$ cat config.mk
export PLATFORM = sky130hd
export DESIGN_NAME = raster_carve_stepper_sequencer_top
export DESIGN_NICKNAME = d
export VERILOG_FILES = /design/src/rtl/rcs_pkg.sv /design/src/rtl/rcs_cfg.sv /design/src/rtl/rcs_core.sv /design/src/rtl/raster_carve_stepper_sequencer_top.sv
export SDC_FILE = /design/constraint.sdc
export NUM_CORES = 1
export LEC_CHECK = 0
export BUFFER_PORTS_ARGS = -buffer_cell sky130_fd_sc_hd__buf_2
export CAP_MARGIN = 30
export CELL_PAD_IN_SITES_DETAIL_PLACEMENT = 1
export CELL_PAD_IN_SITES_GLOBAL_PLACEMENT = 2
export CORE_ASPECT_RATIO = 0.9
export CORE_MARGIN = 5
export CORE_UTILIZATION = 31
export CTS_CLUSTER_DIAMETER = 80
export DETAILED_ROUTE_END_ITERATION = 8
export GPL_TIMING_DRIVEN = 1
export HOLD_SLACK_MARGIN = 0.12
export PLACE_DENSITY = 0.6
export SLEW_MARGIN = 15
export SYNTH_ARGS = -nofsm -noshare
export SYNTH_HDL_FRONTEND = slang
export SYNTH_SLANG_ARGS = --single-unit
$ cat constraint.sdc
create_clock -name clk -period 4.5 [get_ports clk]
set_clock_uncertainty 0.2 [all_clocks]
set_input_delay 0 -clock clk [delete_from_list [all_inputs] [get_ports clk]]
set_output_delay 0 -clock clk [all_outputs]
set_load 0.005 [all_outputs]
$ cat src/rtl/rcs_pkg.sv
`timescale 1ns / 1ps
`default_nettype none

package rcs_pkg;

    localparam int unsigned THRESH_W  = 8;
    localparam int unsigned STEPS_W   = 20;
    localparam int unsigned DIVIDE_W  = 6;
    localparam int unsigned CFG_IDX_W = 3;

    // request codes
    localparam logic [1:0] ACT_TICK   = 2'd0;
    localparam logic [1:0] ACT_PIXEL  = 2'd1;
    localparam logic [1:0] ACT_COLUMN = 2'd2;

    // register indexes
    localparam logic [CFG_IDX_W-1:0] REG_RAISE_THRESHOLD    = 3'd0;
    localparam logic [CFG_IDX_W-1:0] REG_LOWER_STEPS        = 3'd1;
    localparam logic [CFG_IDX_W-1:0] REG_RAISE_STEPS        = 3'd2;
    localparam logic [CFG_IDX_W-1:0] REG_COLUMN_RAISE_STEPS = 3'd3;
    localparam logic [CFG_IDX_W-1:0] REG_PIXEL_PITCH_STEPS  = 3'd4;
    localparam logic [CFG_IDX_W-1:0] REG_RETURN_STEPS       = 3'd5;
    localparam logic [CFG_IDX_W-1:0] REG_COLUMN_PITCH_STEPS = 3'd6;
    localparam logic [CFG_IDX_W-1:0] REG_Z_TICK_DIVIDE      = 3'd7;

    localparam logic [THRESH_W-1:0] RST_RAISE_THRESHOLD    = 8'd127;
    localparam logic [STEPS_W-1:0]  RST_LOWER_STEPS        = 20'd8000;
    localparam logic [STEPS_W-1:0]  RST_RAISE_STEPS        = 20'd1000;
    localparam logic [STEPS_W-1:0]  RST_COLUMN_RAISE_STEPS = 20'd8000;
    localparam logic [STEPS_W-1:0]  RST_PIXEL_PITCH_STEPS  = 20'd400;
    localparam logic [STEPS_W-1:0]  RST_RETURN_STEPS       = 20'd79600;
    localparam logic [STEPS_W-1:0]  RST_COLUMN_PITCH_STEPS = 20'd400;
    localparam logic [DIVIDE_W-1:0] RST_Z_TICK_DIVIDE      = 6'd6;

    typedef struct packed {
        logic [1:0] action;
        logic [7:0] pixel_value;
    } in_item_t;

    typedef struct packed {
        logic       x_step_level;
        logic       y_step_level;
        logic       y_direction;
        logic [3:0] z_coils;
        logic       spindle_on;
        logic       busy_res;
        logic       rejected;
    } out_item_t;

    typedef struct packed {
        logic [THRESH_W-1:0] raise_threshold;
        logic [STEPS_W-1:0]  lower_steps;
        logic [STEPS_W-1:0]  raise_steps;
        logic [STEPS_W-1:0]  column_raise_steps;
        logic [STEPS_W-1:0]  pixel_pitch_steps;
        logic [STEPS_W-1:0]  return_steps;
        logic [STEPS_W-1:0]  column_pitch_steps;
        logic [DIVIDE_W-1:0] z_tick_divide;
    } cfg_t;

    // full-step coil sequence
    function automatic logic [3:0] coil_lookup(input logic [1:0] phase);
        logic [3:0] pat;
        case (phase)
            2'd0:    pat = 4'hA;
            2'd1:    pat = 4'h6;
            2'd2:    pat = 4'h5;
            default: pat = 4'h9;
        endcase
        return pat;
    endfunction

endpackage

`default_nettype wire

$ cat src/rtl/rcs_cfg.sv
`timescale 1ns / 1ps
`default_nettype none

module rcs_cfg
    import rcs_pkg::*;
(
    input  wire logic                 clk,
    input  wire logic                 rst_n,
    input  wire logic                 wr_en,
    input  wire logic [CFG_IDX_W-1:0] wr_index,
    input  wire logic [STEPS_W-1:0]   wr_data,
    output cfg_t                      cfg
);

    cfg_t cfg_reg;

    always_ff @(posedge clk or negedge rst_n)
    begin
        if (!rst_n)
        begin
            cfg_reg.raise_threshold    <= RST_RAISE_THRESHOLD;
            cfg_reg.lower_steps        <= RST_LOWER_STEPS;
            cfg_reg.raise_steps        <= RST_RAISE_STEPS;
            cfg_reg.column_raise_steps <= RST_COLUMN_RAISE_STEPS;
            cfg_reg.pixel_pitch_steps  <= RST_PIXEL_PITCH_STEPS;
            cfg_reg.return_steps       <= RST_RETURN_STEPS;
            cfg_reg.column_pitch_steps <= RST_COLUMN_PITCH_STEPS;
            cfg_reg.z_tick_divide      <= RST_Z_TICK_DIVIDE;
        end
        else if (wr_en)
        begin
            case (wr_index)
                REG_RAISE_THRESHOLD:    cfg_reg.raise_threshold    <= wr_data[THRESH_W-1:0];
                REG_LOWER_STEPS:        cfg_reg.lower_steps        <= wr_data;
                REG_RAISE_STEPS:        cfg_reg.raise_steps        <= wr_data;
                REG_COLUMN_RAISE_STEPS: cfg_reg.column_raise_steps <= wr_data;
                REG_PIXEL_PITCH_STEPS:  cfg_reg.pixel_pitch_steps  <= wr_data;
                REG_RETURN_STEPS:       cfg_reg.return_steps       <= wr_data;
                REG_COLUMN_PITCH_STEPS: cfg_reg.column_pitch_steps <= wr_data;
                REG_Z_TICK_DIVIDE:      cfg_reg.z_tick_divide      <= wr_data[DIVIDE_W-1:0];
                default:                ;
            endcase
        end
    end

    assign cfg = cfg_reg;

endmodule

`default_nettype wire

$ cat src/rtl/rcs_core.sv
`timescale 1ns / 1ps
`default_nettype none

module rcs_core
    import rcs_pkg::*;
#(
    parameter int unsigned COUNT_WIDTH = 20
)
(
    input  wire logic     clk,
    input  wire logic     rst_n,
    input  wire logic     fire,
    input  wire in_item_t item,
    input  wire cfg_t     cfg,
    output out_item_t     result
);

    logic [COUNT_WIDTH-1:0] x_rem_reg, x_rem_next;
    logic [COUNT_WIDTH-1:0] y_rem_reg, y_rem_next;
    logic [COUNT_WIDTH-1:0] z_rem_reg, z_rem_next;
    logic [1:0]             phase_reg, phase_next;
    logic [DIVIDE_W-1:0]    prescale_reg, prescale_next;
    logic                   lowered_reg, lowered_next;
    logic                   spindle_reg, spindle_next;
    logic                   x_pin_reg, x_pin_next;
    logic                   y_pin_reg, y_pin_next;
    logic                   y_dir_reg, y_dir_next;
    logic [3:0]             coils_reg, coils_next;
    logic                   moving_reg, moving_next;
    logic                   rejected;
    logic [DIVIDE_W-1:0]    prescale_inc;

    // fit a 20-bit register value into the counter width
    function automatic logic [COUNT_WIDTH-1:0] fit(input logic [STEPS_W-1:0] v);
        logic [31:0] wide;
        wide = {{(32-STEPS_W){1'b0}}, v};
        return wide[COUNT_WIDTH-1:0];
    endfunction

    assign prescale_inc = prescale_reg + 1'b1;

    always_comb
    begin
        x_rem_next    = x_rem_reg;
        y_rem_next    = y_rem_reg;
        z_rem_next    = z_rem_reg;
        phase_next    = phase_reg;
        prescale_next = prescale_reg;
        lowered_next  = lowered_reg;
        spindle_next  = spindle_reg;
        x_pin_next    = x_pin_reg;
        y_pin_next    = y_pin_reg;
        y_dir_next    = y_dir_reg;
        coils_next    = coils_reg;
        moving_next   = moving_reg;
        rejected      = 1'b0;

        case (item.action)
            ACT_TICK:
            begin
                if (z_rem_reg != '0)
                begin
                    // z owns the tick; x and y wait
                    if (prescale_inc >= cfg.z_tick_divide)
                    begin
                        prescale_next = '0;
                        phase_next    = lowered_reg ? phase_reg + 2'd1 : phase_reg - 2'd1;
                        coils_next    = coil_lookup(phase_next);
                        z_rem_next    = z_rem_reg - 1'b1;
                    end
                    else
                    begin
                        prescale_next = prescale_inc;
                    end
                end
                else
                begin
                    prescale_next = '0;
                    if (y_rem_reg != '0)
                    begin
                        y_pin_next = ~y_pin_reg;
                        y_rem_next = y_rem_reg - 1'b1;
                    end
                    if (x_rem_reg != '0)
                    begin
                        x_pin_next = ~x_pin_reg;
                        x_rem_next = x_rem_reg - 1'b1;
                    end
                end
                if (x_rem_next == '0 && y_rem_next == '0 && z_rem_next == '0)
                begin
                    moving_next = 1'b0;
                end
            end
            ACT_PIXEL:
            begin
                if (moving_reg)
                begin
                    rejected = 1'b1;
                end
                else
                begin
                    if (item.pixel_value > cfg.raise_threshold)
                    begin
                        spindle_next = 1'b0;
                        lowered_next = 1'b0;
                        z_rem_next   = lowered_reg ? fit(cfg.raise_steps) : '0;
                    end
                    else
                    begin
                        if (!lowered_reg)
                        begin
                            spindle_next = 1'b1;
                        end
                        lowered_next = 1'b1;
                        z_rem_next   = lowered_reg ? '0 : fit(cfg.lower_steps);
                    end
                    y_dir_next    = 1'b1;
                    y_rem_next    = fit(cfg.pixel_pitch_steps);
                    prescale_next = '0;
                    moving_next   = 1'b1;
                end
            end
            ACT_COLUMN:
            begin
                if (moving_reg)
                begin
                    rejected = 1'b1;
                end
                else
                begin
                    spindle_next  = 1'b0;
                    lowered_next  = 1'b0;
                    z_rem_next    = lowered_reg ? fit(cfg.column_raise_steps) : '0;
                    y_dir_next    = 1'b0;
                    y_rem_next    = fit(cfg.return_steps);
                    x_rem_next    = fit(cfg.column_pitch_steps);
                    prescale_next = '0;
                    moving_next   = 1'b1;
                end
            end
            default:
            begin
                rejected = 1'b0;
            end
        endcase
    end

    always_ff @(posedge clk or negedge rst_n)
    begin
        if (!rst_n)
        begin
            x_rem_reg    <= '0;
            y_rem_reg    <= '0;
            z_rem_reg    <= '0;
            phase_reg    <= '0;
            prescale_reg <= '0;
            lowered_reg  <= 1'b0;
            spindle_reg  <= 1'b0;
            x_pin_reg    <= 1'b0;
            y_pin_reg    <= 1'b0;
            y_dir_reg    <= 1'b0;
            coils_reg    <= '0;
            moving_reg   <= 1'b0;
        end
        else if (fire)
        begin
            x_rem_reg    <= x_rem_next;
            y_rem_reg    <= y_rem_next;
            z_rem_reg    <= z_rem_next;
            phase_reg    <= phase_next;
            prescale_reg <= prescale_next;
            lowered_reg  <= lowered_next;
            spindle_reg  <= spindle_next;
            x_pin_reg    <= x_pin_next;
            y_pin_reg    <= y_pin_next;
            y_dir_reg    <= y_dir_next;
            coils_reg    <= coils_next;
            moving_reg   <= moving_next;
        end
    end

    always_comb
    begin
        result.x_step_level = x_pin_next;
        result.y_step_level = y_pin_next;
        result.y_direction  = y_dir_next;
        result.z_coils      = coils_next;
        result.spindle_on   = spindle_next;
        result.busy_res     = moving_next;
        result.rejected     = rejected;
    end

endmodule

`default_nettype wire

$ cat src/rtl/raster_carve_stepper_sequencer_top.sv
`timescale 1ns / 1ps
`default_nettype none

// Raster carving motion sequencer with x/y step-pulse axes, a four-phase full-step z axis
// and a spindle enable. Each request (tick, pixel command or column-end command) is taken
// when in_valid and in_ready are both high: the motion state updates at the accepting edge
// and the pin levels after that request are captured in the output register at that same
// edge. A new request is taken every cycle while the output register is empty or being
// drained, so the sustained rate is one request per clock; the output register alone
// separates the two sides. Pixel and column-end commands sent while motion is in progress
// are ignored and flagged as rejected. Configuration writes are taken at any time but should
// be made only while the block is idle; unknown register indexes are ignored.
module raster_carve_stepper_sequencer_top
    import rcs_pkg::*;
#(
    parameter int unsigned COUNT_WIDTH = 20
)
(
    input  wire logic                 clk,
    input  wire logic                 rst_n,
    input  wire logic                 in_valid,
    output      logic                 in_ready,
    input  wire in_item_t             in_data,
    output      logic                 out_valid,
    input  wire logic                 out_ready,
    output out_item_t                 out_data,
    input  wire logic                 cfg_valid,
    output      logic                 cfg_ready,
    input  wire logic [CFG_IDX_W-1:0] cfg_index,
    input  wire logic [STEPS_W-1:0]   cfg_data
);

    cfg_t      cfg;
    out_item_t result;
    out_item_t out_data_reg;
    logic      out_valid_reg;
    logic      fire;

    assign cfg_ready = 1'b1;
    assign in_ready  = !out_valid_reg || out_ready;
    assign fire      = in_valid && in_ready;

    rcs_cfg u_cfg (
        .clk      (clk),
        .rst_n    (rst_n),
        .wr_en    (cfg_valid && cfg_ready),
        .wr_index (cfg_index),
        .wr_data  (cfg_data),
        .cfg      (cfg)
    );

    rcs_core #(
        .COUNT_WIDTH (COUNT_WIDTH)
    ) u_core (
        .clk    (clk),
        .rst_n  (rst_n),
        .fire   (fire),
        .item   (in_data),
        .cfg    (cfg),
        .result (result)
    );

    always_ff @(posedge clk or negedge rst_n)
    begin
        if (!rst_n)
        begin
            out_valid_reg <= 1'b0;
        end
        else if (in_ready)
        begin
            out_valid_reg <= in_valid;
        end
    end

    always_ff @(posedge clk)
    begin
        if (fire)
        begin
            out_data_reg <= result;
        end
    end

    assign out_valid = out_valid_reg;
    assign out_data  = out_data_reg;

endmodule

`default_nettype wire
Word level (Yosys, flattened, before mapping)

Cells that the tools add are included.

Flip-flop bits (word level): 223
Word-level logic and storage cells: 135
Bits of input ports: 38
Output and inout bits: 13

Reduce and logical (&&, ||, !) cells: 32
$lt $le $gt $ge: 2
Equal/unequal tests: 14
Mux-type cells: 51
Bitwise logic cells: 2
$add $sub $neg: 6

Operator list:

| cell                                                | count |
|---|---|
| two-way mux 20 bit                                  | 18 |
| case mux 20 bit (3 select lines)                    | 2 |
| logical NOT 20 bit                                  | 3 |
| nonzero test 20 bit                                 | 3 |
| subtractor 20 x 1 -> 20 bit (second input constant) | 3 |
| case mux 20 bit (2 select lines)                    | 1 |
| two-way mux 6 bit                                   | 3 |
| two-way mux 1 bit                                   | 17 |
| AND reduction 2 bit                                 | 8 |
| == test 3 bit (second input constant)               | 4 |
| two-way mux 4 bit                                   | 3 |
| case mux 4 bit (3 select lines)                     | 1 |
| case mux 6 bit (2 select lines)                     | 1 |
| AND reduction 4 bit                                 | 3 |
| greater-than comparator 8 bit                       | 1 |
| case mux 1 bit (2 select lines)                     | 4 |
| adder 6 x 1 -> 6 bit (second input constant)        | 1 |
| == test 3 x 2 -> 1 bit (second input constant)      | 2 |
| >= comparator 6 bit                                 | 1 |
| inequality test 2 bit (second input constant)       | 3 |
| AND reduction 3 bit                                 | 2 |
| nonzero test 2 bit                                  | 3 |
| == test 2 x 1 -> 1 bit (second input constant)      | 2 |
| == test 2 bit (second input constant)               | 2 |
| other kinds (12)                                    | 16 |

Longest topological paths before layout

Gate-level depths: netlist of run 1.

Word-level depth: 9
Gate-level depth with buffers: 14
Depth with buffers taken out: 12

Modules after synthesis

From an unflattened synthesis of run 1, not the netlist that was laid out.

Cell total of the unflattened synthesis: 1184
Area, all modules: 12376.9 um2

Modules (own cells, without submodules):

| module                             | area an instance (um2) | sequential area each (um2) | cells each | instances |
|---|---|---|---|---|
| rcs_core                           | 6890.4                 | 1951.9                     | 880        | 1 |
| rcs_cfg                            | 5121.2                 | 3405.8                     | 288        | 1 |
| raster_carve_stepper_sequencer_top | 365.4                  | 325.3                      | 16         | 1 |

Worst setup path after synthesis of run 1

No wires, ideal clock.

Path type: register -> register
From: register u_core.z_rem_reg[13]
To: register out_data_reg, in the netlist out_data[1], data pin
Slack: 0.634 ns
Data required time: 4.041 ns
Arrival time: 3.407 ns
Buffers on the path: 2
Library setup time: 0.259 ns
Cell stages (with the launch flop): 12
Clock period less this slack: 3.866 ns
Cells stage by stage: dfrtp_1 buf_6 or4_1 buf_2 or4_4 nor4_1 mux2i_1 o311ai_1 or4_1 nor4_1 a311oi_1 a211o_1

RTL lines:

| element                | line                                     | text |
|---|---|---|
| start, declared        | rcs_core.sv:20                           | `logic [COUNT_WIDTH-1:0] z_rem_reg, z_rem_next;` |
| start signal, assigned | rcs_core.sv:170                          | `z_rem_reg <= z_rem_next;` |
| end signal, assigned   | raster_carve_stepper_sequencer_top.sv:79 | `out_data_reg <= result;` |
| end, declared          | raster_carve_stepper_sequencer_top.sv:35 | `out_item_t out_data_reg;` |

==> results.sh, run 1 <==
export IMPL_clock_sinks=223
export IMPL_powerDensity_nw_per_um2=480
export IMPL_synth_area_leaders="dfrtp_1, mux2_2, dfstp_2, o21ai_0, a21oi_1"
export IMPL_post_cts_setup_buffers=0
export IMPL_crit_required_ns=4.61
export IMPL_setup_viol=0
export IMPL_synth_distinct_cells=73
export IMPL_drt_initial_drc_count=621
export IMPL_final_setup_tns_ns=0
export IMPL_grt_antenna_before_repair=3
export IMPL_cts_htree_levels=1
export IMPL_min_period_ns=4.26
export IMPL_seq_power_share_pct=41.5
export IMPL_rsz0062_at_grt="false"
export IMPL_maxSlewViolCount=0
export IMPL_cts_root_buffer="clkbuf_16"
export IMPL_critPathKind="reg2reg"
export IMPL_min_path_type="in2reg"
export IMPL_postRouteAntennaNets=0
export IMPL_clk_pin_slew_ns=0.06
export IMPL_leakage_nw=6.00
export IMPL_final_layout_size_suffix_gt1_share_pct=25.5
export IMPL_hold_buffers=62
export IMPL_maxSlewHeadroom_pct=34.4
export IMPL_critPathCaptureType="flop"
export IMPL_period_share_pct=94.7
export IMPL_cap_violations=0
export IMPL_internal_power_w=0.00464
export IMPL_die_area_um2=43400
export IMPL_largest_reg_flops=134
export IMPL_rrSetupSlack_ns=0.24
export IMPL_placed_cell_area_um2=13200
export IMPL_synthFlopType="dfrtp_1"
export IMPL_synth_seq_cells=223
export IMPL_syn_num_nets=1267
export IMPL_post_route_cell_area_um2=14800
export IMPL_power_total_w=0.00708
export IMPL_yosys_warnings=0
export IMPL_ios=51
export IMPL_ys_async_sr_fraction_pct=95.5
export IMPL_track_usage_pct=20.9
export IMPL_grt_max_degree=86
export IMPL_gp_congestion=0.914
export IMPL_clk_path_buf_depth=3
export IMPL_portBuffers=49
export IMPL_utilization_pct=37.6
export IMPL_vdd_drop_max_v=0.000278
export IMPL_drc=0
export IMPL_sw_frac_of_total_pct=34.4
export IMPL_coreArea_um2=39200
export IMPL_wire_per_inst_um=24.4
export IMPL_synth_area_leader_cell="dfrtp_1"
export IMPL_status="complete, no violations"
export IMPL_netSwitchingPower_w=0.00243
export IMPL_start_util_pct=31.1
export IMPL_pwr_share_comb_pct=27.9
export IMPL_row_count=69
export IMPL_area_growth_pct=21.0
export IMPL_grt_pass1_wl_mm=69.3
export IMPL_dr_pass1_iters=5
export IMPL_finalHoldViolCount=0
export IMPL_synth_avg_cell_area_um2=10.1
export IMPL_syn_inst=1204
export IMPL_fp_dieH_um=198
export IMPL_startpoint_type="flop"
export IMPL_arrival_ns=4.37
export IMPL_via_per_inst=5.51
export IMPL_clk_latency_ns=0.56
export IMPL_p_clk_share_pct=30.6
export IMPL_cts_buffers_inserted=27
export IMPL_die_w_um=219
export IMPL_routed_wl_mm=45.7
export IMPL_grt_pass1_vias=10500
export IMPL_fmax_mhz=235
export IMPL_place_hpwl_mm=32.4
export IMPL_synth_edf_count=10
export IMPL_post_cts_resize_count=0
export IMPL_worstPathMaxFanout=6
export IMPL_diodes=0
export IMPL_synth_top_area_share_pct=35.1
export IMPL_cts_tree="yes"
export IMPL_gr_total_overflow=0
export IMPL_route_vias_total=10300
export IMPL_final_nets=1382
export IMPL_synth_area_um2=12200
export IMPL_seq_area_frac_synth_pct=46.6
export IMPL_worst_slew_pin_slew_ns=0.984
## stage by stage
step	setup WS, ns	hold slack, ns	cells
CTS	0.338	0.121	1872
global placement	0.442	-0.100	1759
detailed placement	0.376	-0.0939	1760
floorplan	0.634	-0.496	1204
global route	0.102	0.134	1872
finish	0.237	0.142	1872
## cells by family after synthesis
family | after synthesis | synth area share, %
adder cells (fa/ha/maj) | 25 | 2.56
AO/OA/AOI/OAI | 291 | 15.3
multiplexers | 149 | 13.6
XOR/XNOR | 25 | 1.80
buffers and inverters | 108 | 3.62
AND/OR/NAND/NOR | 382 | 16.5
flip-flops | 223 | 46.6
other | 1 | 0.0307
## worst max-delay path, stage by stage (launching register included)
cell and delay, ns:
dfrtp_1 0.42, inv_1 0.10, ha_1 0.22, or4b_2 0.66, nor4_1 0.46, nand4b_1 0.23
or3b_2 0.52, a22oi_1 0.26, o211ai_1 0.12, nor4_1 0.30, a311oi_1 0.23, a211o_1 0.27
## cells in the mapped netlist (14+ instances only)
master	n
nor4_1	23
clkbuf_1	63
nor3_1	39
nor3b_1	21
xor2_1	16
dfstp_2	42
dfrtp_1	171
and3_1	23
nand3_1	30
nor2_1	79
inv_1	30
a21oi_1	70
ha_1	25
o21ai_0	79
mux2i_1	14
nand2_1	83
mux2_2	135
o22ai_1	16
a31oi_1	19
nand4_1	19
a221oi_1	14
## path summary, 6_finish.rpt
check / to / cells after the start / startpoint
max: out_data[1]$_DFFE_PP_ / 11 / u_core.z_rem_reg[1]$_DFFE_PN0P_
min: u_cfg.cfg[131]$_DFFE_PN1P_ / 4 / cfg_data[5]
max reg2reg: out_data[1]$_DFFE_PP_ / 11 / u_core.z_rem_reg[1]$_DFFE_PN0P_
min reg2reg: u_core.coils_reg[2]$_DFFE_PN0P_ / 2 / u_core.coils_reg[2]$_DFFE_PN0P_
max in group asynchronous: u_cfg.cfg[78]$_DFFE_PN1P_ / 4 / rst_n
min in group asynchronous: u_cfg.cfg[2]$_DFFE_PN1P_ / 3 / rst_n
## power by group through the flow
stage / combinational (W) / clock, W / sequential, W
after floorplan: 0.00129 / 0 / 0.00278
after global placement: 0.00189 / 0 / 0.00295
after detailed placement: 0.00191 / 0 / 0.00296
after CTS: 0.00198 / 0.00223 / 0.00293
after global routing: 0.00218 / 0.00232 / 0.00300
final: 0.00197 / 0.00217 / 0.00294
## layer usage
layer  share of wire, %  GRT usage [%]
met1                 49           31.4
met2                 44           31.4
met3                4.3           3.75
met4                2.5           5.02
met5              0.028              0
## area by class of cell
class | instances | area (um^2)
clock inverters | 9 | 86.3
flip-flops and latches | 223 | 5680
clock buffers | 41 | 788
well taps | 532 | 666
multi-input cells | 873 | 6100
inverters | 31 | 116
repair buffers | 163 | 1310
fillers | 4405 | 24400
## cell usage in the layout (no fill, tap or decap), drive strengths merged, types with 23 or more instances in the layout
master / netlist / routed
dfrtp: 171 / 171
mux2: 135 / 135
buf: 14 / 101
nand2: 84 / 84
nor2: 81 / 81
o21ai: 80 / 80
a21oi: 70 / 70
dlygate4sd3: 0 / 61
dfstp: 42 / 42
clkbuf: 63 / 41
nor3: 40 / 40
inv: 30 / 32
nand3: 30 / 30
ha: 25 / 25
nor4: 24 / 24
and3: 23 / 23
Note: power is estimated with default switching activity, not from simulation.
==> run 2: changes to the inputs <==
CORE_UTILIZATION = 41   (was 31)
PLACE_DENSITY = 0.77   (was 0.6)
==> results.sh, run 2 (synthesized netlist as in run 1, its figures left out) <==
export IMPL_routed_wl_mm=42.7
export IMPL_cts_root_buffer="clkbuf_16"
export IMPL_layout_common_cells="dfrtp_1, mux2_2, nand2_1"
export IMPL_cts_tree="yes"
export IMPL_sw_frac_of_total_pct=35.1
export IMPL_rsz0062_at_grt="false"
export IMPL_rr_worst_depth=9
export IMPL_place_hpwl_mm=29.3
export IMPL_row_count=59
export IMPL_postRouteAntennaNets=0
export IMPL_worstPathMaxFanout=21
export IMPL_clk_pin_slew_ns=0.06
export IMPL_holdPathEnd="u_cfg.cfg[133]$_DFFE_PN0P_"
export IMPL_leakage_nw=5.92
export IMPL_timing_rr_end="out_data[1]$_DFFE_PP_"
export IMPL_clk_path_buf_depth=3
export IMPL_startpoint_type="flop"
export IMPL_portBuffers=49
export IMPL_final_setup_tns_ns=0
export IMPL_track_usage_pct=25.6
export IMPL_final_layout_size_suffix_gt1_share_pct=24.8
export IMPL_clock_sinks=223
export IMPL_grt_antenna_before_repair=1
export IMPL_worstReg2RegStart="u_core.z_rem_reg[13]$_DFFE_PN0P_"
export IMPL_hold_path_depth=4
export IMPL_coreArea_um2=29200
export IMPL_die_area_um2=33300
export IMPL_internal_power_w=0.00450
export IMPL_crit_required_ns=4.60
export IMPL_gp_congestion=0.980
export IMPL_setup_viol=0
export IMPL_fin_ws_ns=0.196
export IMPL_ios=51
export IMPL_min_period_ns=4.30
export IMPL_area_growth_pct=18.6
export IMPL_wire_per_inst_um=24.8
export IMPL_final_common_cell="dfrtp_1"
export IMPL_period_share_pct=95.6
export IMPL_grt_pass1_vias=10800
export IMPL_fmax_mhz=232
export IMPL_grt_pass1_wl_mm=66.7
export IMPL_powerDensity_nw_per_um2=479
export IMPL_maxSlewViolCount=0
export IMPL_vdd_drop_max_v=0.000314
export IMPL_cts_htree_levels=1
export IMPL_fp_dieH_um=174
export IMPL_drt_initial_drc_count=821
export IMPL_drc=0
export IMPL_die_w_um=192
export IMPL_critPathCaptureType="flop"
export IMPL_cts_buffers_inserted=26
export IMPL_start_util_pct=41.8
export IMPL_placed_cell_area_um2=13000
export IMPL_pwr_share_comb_pct=27.8
export IMPL_maxSlewHeadroom_pct=39.4
export IMPL_clk_latency_ns=0.56
export IMPL_diodes=0
export IMPL_cap_violations=0
export IMPL_p_clk_share_pct=29.4
export IMPL_worst_slew_pin_slew_ns=0.909
export IMPL_via_per_inst=6.07
export IMPL_seq_power_share_pct=42.8
export IMPL_finalHoldViolCount=0
export IMPL_dr_pass1_iters=5
export IMPL_min_from="cfg_data[7]"
export IMPL_utilization_pct=49.6
export IMPL_rrSetupSlack_ns=0.20
export IMPL_post_route_cell_area_um2=14500
export IMPL_netSwitchingPower_w=0.00244
export IMPL_grt_max_degree=113
export IMPL_final_nets=1371
export IMPL_critPathKind="reg2reg"
export IMPL_min_path_type="in2reg"
export IMPL_arrival_ns=4.40
export IMPL_route_vias_total=10500
export IMPL_pre_cts_ws_ns=0.236
export IMPL_gr_total_overflow=0
export IMPL_largest_reg_flops=134
export IMPL_status="complete, no violations"
[run 2: worst max path at each step]
stage / startpoint / end / slack [ns] / cells past startpoint
6_report: u_core.z_rem_reg[13]$_DFFE_PN0P_ / out_data[1]$_DFFE_PP_ / 0.20 / 9
2_1_floorplan: u_core.z_rem_reg[13]$_DFFE_PN0P_ / out_data[1]$_DFFE_PP_ / 0.63 / 11
3_3_place_gp: u_core.z_rem_reg[0]$_DFFE_PN0P_ / out_data[1]$_DFFE_PP_ / 0.35 / 11
5_1_grt: u_core.z_rem_reg[0]$_DFFE_PN0P_ / out_data[1]$_DFFE_PP_ / 0.05 / 12
4_1_cts: u_core.z_rem_reg[0]$_DFFE_PN0P_ / out_data[1]$_DFFE_PP_ / 0.20 / 11
3_5_place_dp: u_core.z_rem_reg[0]$_DFFE_PN0P_ / out_data[1]$_DFFE_PP_ / 0.24 / 11
[run 2: stage by stage]
stage                     hold WS [ns]  power (W)  instances
after global routing             0.166    0.00730       1724
final                            0.141    0.00693       1724
after CTS                        0.125    0.00693       1723
after floorplan                 -0.496    0.00407       1204
after global placement          -0.117    0.00475       1611
after detailed placement        -0.109    0.00481       1613
[run 2: timing repair]
| item | 4_1_cts | 5_1_grt |
|---|---|---|
| hold buffers | 62 | 0 |
| buffers inserted | 0 | 0 |
| setup endpoints to repair | 0 | 1 |
| gates resized for setup | 0 | 1 |
| endpoints found under the hold margin | 345 | 0 |
[run 2: final cells by class]
| cell class | instances | area (um^2) |
|---|---|---|
| sequential | 223 | 5680 |
| clock buffer | 37 | 742 |
| timing repair buffer | 153 | 1240 |
| multi-input combinational | 873 | 6110 |
| fill | 3213 | 14700 |
| tap | 396 | 495 |
| clock inverter | 11 | 78.8 |
| inverter | 31 | 116 |
[run 2: worst max-delay path: stages, from the launching register on]
cell	delay (ns)
dfrtp_1	0.47
or4_1	0.58
or4_4	0.49
or2_4	0.39
or4_1	0.61
xor2_1	0.19
nand4b_1	0.11
nor4_1	0.42
a311oi_1	0.28
a211o_1	0.30
[run 2: power groups by stage]
stage | registers [W] | logic [W] | clock network [W]
finish | 0.00297 | 0.00193 | 0.00204
global route | 0.00301 | 0.00211 | 0.00218
CTS | 0.00294 | 0.00190 | 0.00209
detailed placement | 0.00298 | 0.00183 | 0
global placement | 0.00295 | 0.00180 | 0
floorplan | 0.00278 | 0.00129 | 0
[run 2: routing by layer]
layer,vias to the layer above,GRT usage (%),wire length (um)
met5,-,0,0
met4,0,4.58,684
met3,37,4.17,2670
met2,312,38.4,19000
met1,5429,39.5,20300
li1,4690,-,-
==> run 3: changes to the inputs <==
REMOVE_ABC_BUFFERS = 1   (was unset)
==> results.sh, run 3 (synthesized netlist as in run 1, its figures left out) <==
export IMPL_critPathKind="reg2reg"
export IMPL_max_stage_delay_ns=0.49
export IMPL_clock_sinks=223
export IMPL_maxSlewViolCount=0
export IMPL_gp_congestion=0.926
export IMPL_place_hpwl_mm=28.3
export IMPL_pre_cts_ws_ns=0.298
export IMPL_rrSetupSlack_ns=0.22
export IMPL_min_period_ns=4.28
export IMPL_largest_reg_flops=134
export IMPL_final_setup_tns_ns=0
export IMPL_die_area_um2=33300
export IMPL_startpoint_type="flop"
export IMPL_arrival_ns=4.36
export IMPL_seq_area_um2=5680
export IMPL_final_common_cell="dfrtp_1"
export IMPL_setup_viol=0
export IMPL_cts_buffers_inserted=26
export IMPL_worst_slew_pin_slew_ns=0.824
export IMPL_final_nets=1356
export IMPL_gr_total_overflow=0
export IMPL_portBuffers=49
export IMPL_grt_antenna_before_repair=0
export IMPL_clk_latency_ns=0.54
export IMPL_grt_max_degree=86
export IMPL_min_path_type="in2reg"
export IMPL_cts_root_buffer="clkbuf_16"
export IMPL_critPathCaptureType="flop"
export IMPL_path_delay_family="simple AND/OR/NAND/NOR gates"
export IMPL_seq_power_share_pct=41.9
export IMPL_clk_path_buf_depth=3
export IMPL_fp_dieH_um=174
export IMPL_cap_violations=0
export IMPL_routed_wl_mm=41.3
export IMPL_pwr_share_comb_pct=27.2
export IMPL_p_clk_share_pct=30.9
export IMPL_row_count=59
export IMPL_multi_input_area_um2=6110
export IMPL_internal_power_w=0.00465
export IMPL_dr_pass1_iters=5
export IMPL_cts_htree_levels=1
export IMPL_clk_pin_slew_ns=0.06
export IMPL_via_per_inst=5.98
export IMPL_grt_pass1_vias=10600
export IMPL_crit_required_ns=4.57
export IMPL_leakage_nw=5.88
export IMPL_final_layout_size_suffix_gt1_share_pct=25.3
export IMPL_finalHoldViolCount=0
export IMPL_vdd_drop_max_v=0.000375
export IMPL_grt_pass1_wl_mm=64.1
export IMPL_post_route_cell_area_um2=14400
export IMPL_diodes=0
export IMPL_postRouteAntennaNets=0
export IMPL_maxSlewHeadroom_pct=44.6
export IMPL_crit_buf_inv=0
export IMPL_status="complete, no violations"
export IMPL_fmax_mhz=233
export IMPL_area_growth_pct=17.9
export IMPL_layout_common_cells="dfrtp_1, mux2_2, nand2_1"
export IMPL_slowest_stage="or4_1"
export IMPL_netSwitchingPower_w=0.00237
export IMPL_sw_frac_of_total_pct=33.7
export IMPL_die_w_um=192
export IMPL_crit_top_cell="nor4_1"
export IMPL_n_fill_cell=3223
export IMPL_powerDensity_nw_per_um2=489
export IMPL_fin_ws_ns=0.217
export IMPL_drc=0
export IMPL_wire_per_inst_um=24.2
export IMPL_period_share_pct=95.2
export IMPL_power_total_w=0.00702
export IMPL_placed_cell_area_um2=13000
export IMPL_path_cells="and3_1, nand3_1, xnor2_1, ha_1, nand4_1, o221a_2, nor4_1, mux2_2, or4_1, nor4_1, a311oi_1, a211o_1"
export IMPL_cts_tree="yes"
export IMPL_drt_initial_drc_count=603
export IMPL_route_vias_total=10200
export IMPL_worstPathMaxFanout=15
export IMPL_start_util_pct=41.8
export IMPL_ios=51
export IMPL_track_usage_pct=24.7
export IMPL_coreArea_um2=29200
==> run 3: changes by cell type in the layout (fill, tap and decap cells not counted), moves of 2 or more <==
cell | previous run | this run
bufinv_16 | 0 | 3
clkbuf_1 | 6 | 8
clkinv_1 | 4 | 1
clkinv_2 | 6 | 4
dlygate4sd3_1 | 61 | 45
==> run 3: worst paths after layout <==
check,startpoint,endpoint,depth (start not counted)
max reg2reg,u_core.prescale_reg[2]$_DFFE_PN0P_,out_data[1]$_DFFE_PP_,12
min,cfg_data[2],u_cfg.cfg[128]$_DFFE_PN1P_,4
max in group asynchronous,rst_n,u_cfg.cfg[96]$_DFFE_PN0P_,4
min in group asynchronous,rst_n,u_cfg.cfg[127]$_DFFE_PN1P_,3
min reg2reg,u_core.coils_reg[2]$_DFFE_PN0P_,u_core.coils_reg[2]$_DFFE_PN0P_,2
max,u_core.prescale_reg[2]$_DFFE_PN0P_,out_data[1]$_DFFE_PP_,12
==> run 3: cell type report <==
cell class | count | area share, %
timing repair buffer | 138 | 7.61
clock inverter | 10 | 0.984
tap | 396 | 3.45
sequential | 223 | 39.5
multi-input combinational | 873 | 42.5
inverter | 31 | 0.809
clock buffer | 38 | 5.12
==> run 3: routing by layer <==
| metal | GRT usage [%] | routed length (um) | vias to the layer above |
|---|---|---|---|
| li1 | - | - | 4667 |
| met1 | 36.6 | 19600 | 5282 |
| met2 | 38.3 | 18700 | 213 |
| met3 | 3.87 | 2100 | 50 |
| met4 | 5.36 | 955 | 0 |
| met5 | 0 | 0 | - |
==> run 3: worst register-to-register path, stage by stage, from the launching register on <==
cell and delay [ns]:
dfrtp_1 0.43, and3_1 0.18, nand3_1 0.10, xnor2_1 0.16, ha_1 0.33, nand4_1 0.12
o221a_2 0.41, nor4_1 0.33, mux2_2 0.38, or4_1 0.49, nor4_1 0.43, a311oi_1 0.21
a211o_1 0.27
==> run 3: repair_timing <==
item / CTS / global route
endpoints found under the hold margin: 355 / 0
resized for setup: 0 / 1
buffers inserted: 0 / 0
hold buffers: 46 / 0
endpoints found under the setup margin: 0 / 1
==> run 3: power groups by stage <==
| stage | logic, W | clock network [W] | registers, W |
|---|---|---|---|
| after floorplan | 0.00118 | 0 | 0.00283 |
| after global placement | 0.00180 | 0 | 0.00294 |
| after detailed placement | 0.00183 | 0 | 0.00296 |
| after CTS | 0.00188 | 0.00222 | 0.00293 |
| after global routing | 0.00211 | 0.00230 | 0.00300 |
| final | 0.00191 | 0.00217 | 0.00294 |
==> run 3: metrics by stage <==
step                utilization [%]  hold WS, ns  std cells
floorplan                         -       -0.496       1127
global placement               44.5       -0.184       1612
detailed placement             44.5       -0.177       1613
CTS                            49.1        0.123       1707
global route                   49.3        0.145       1709
finish                         49.3        0.128       1709
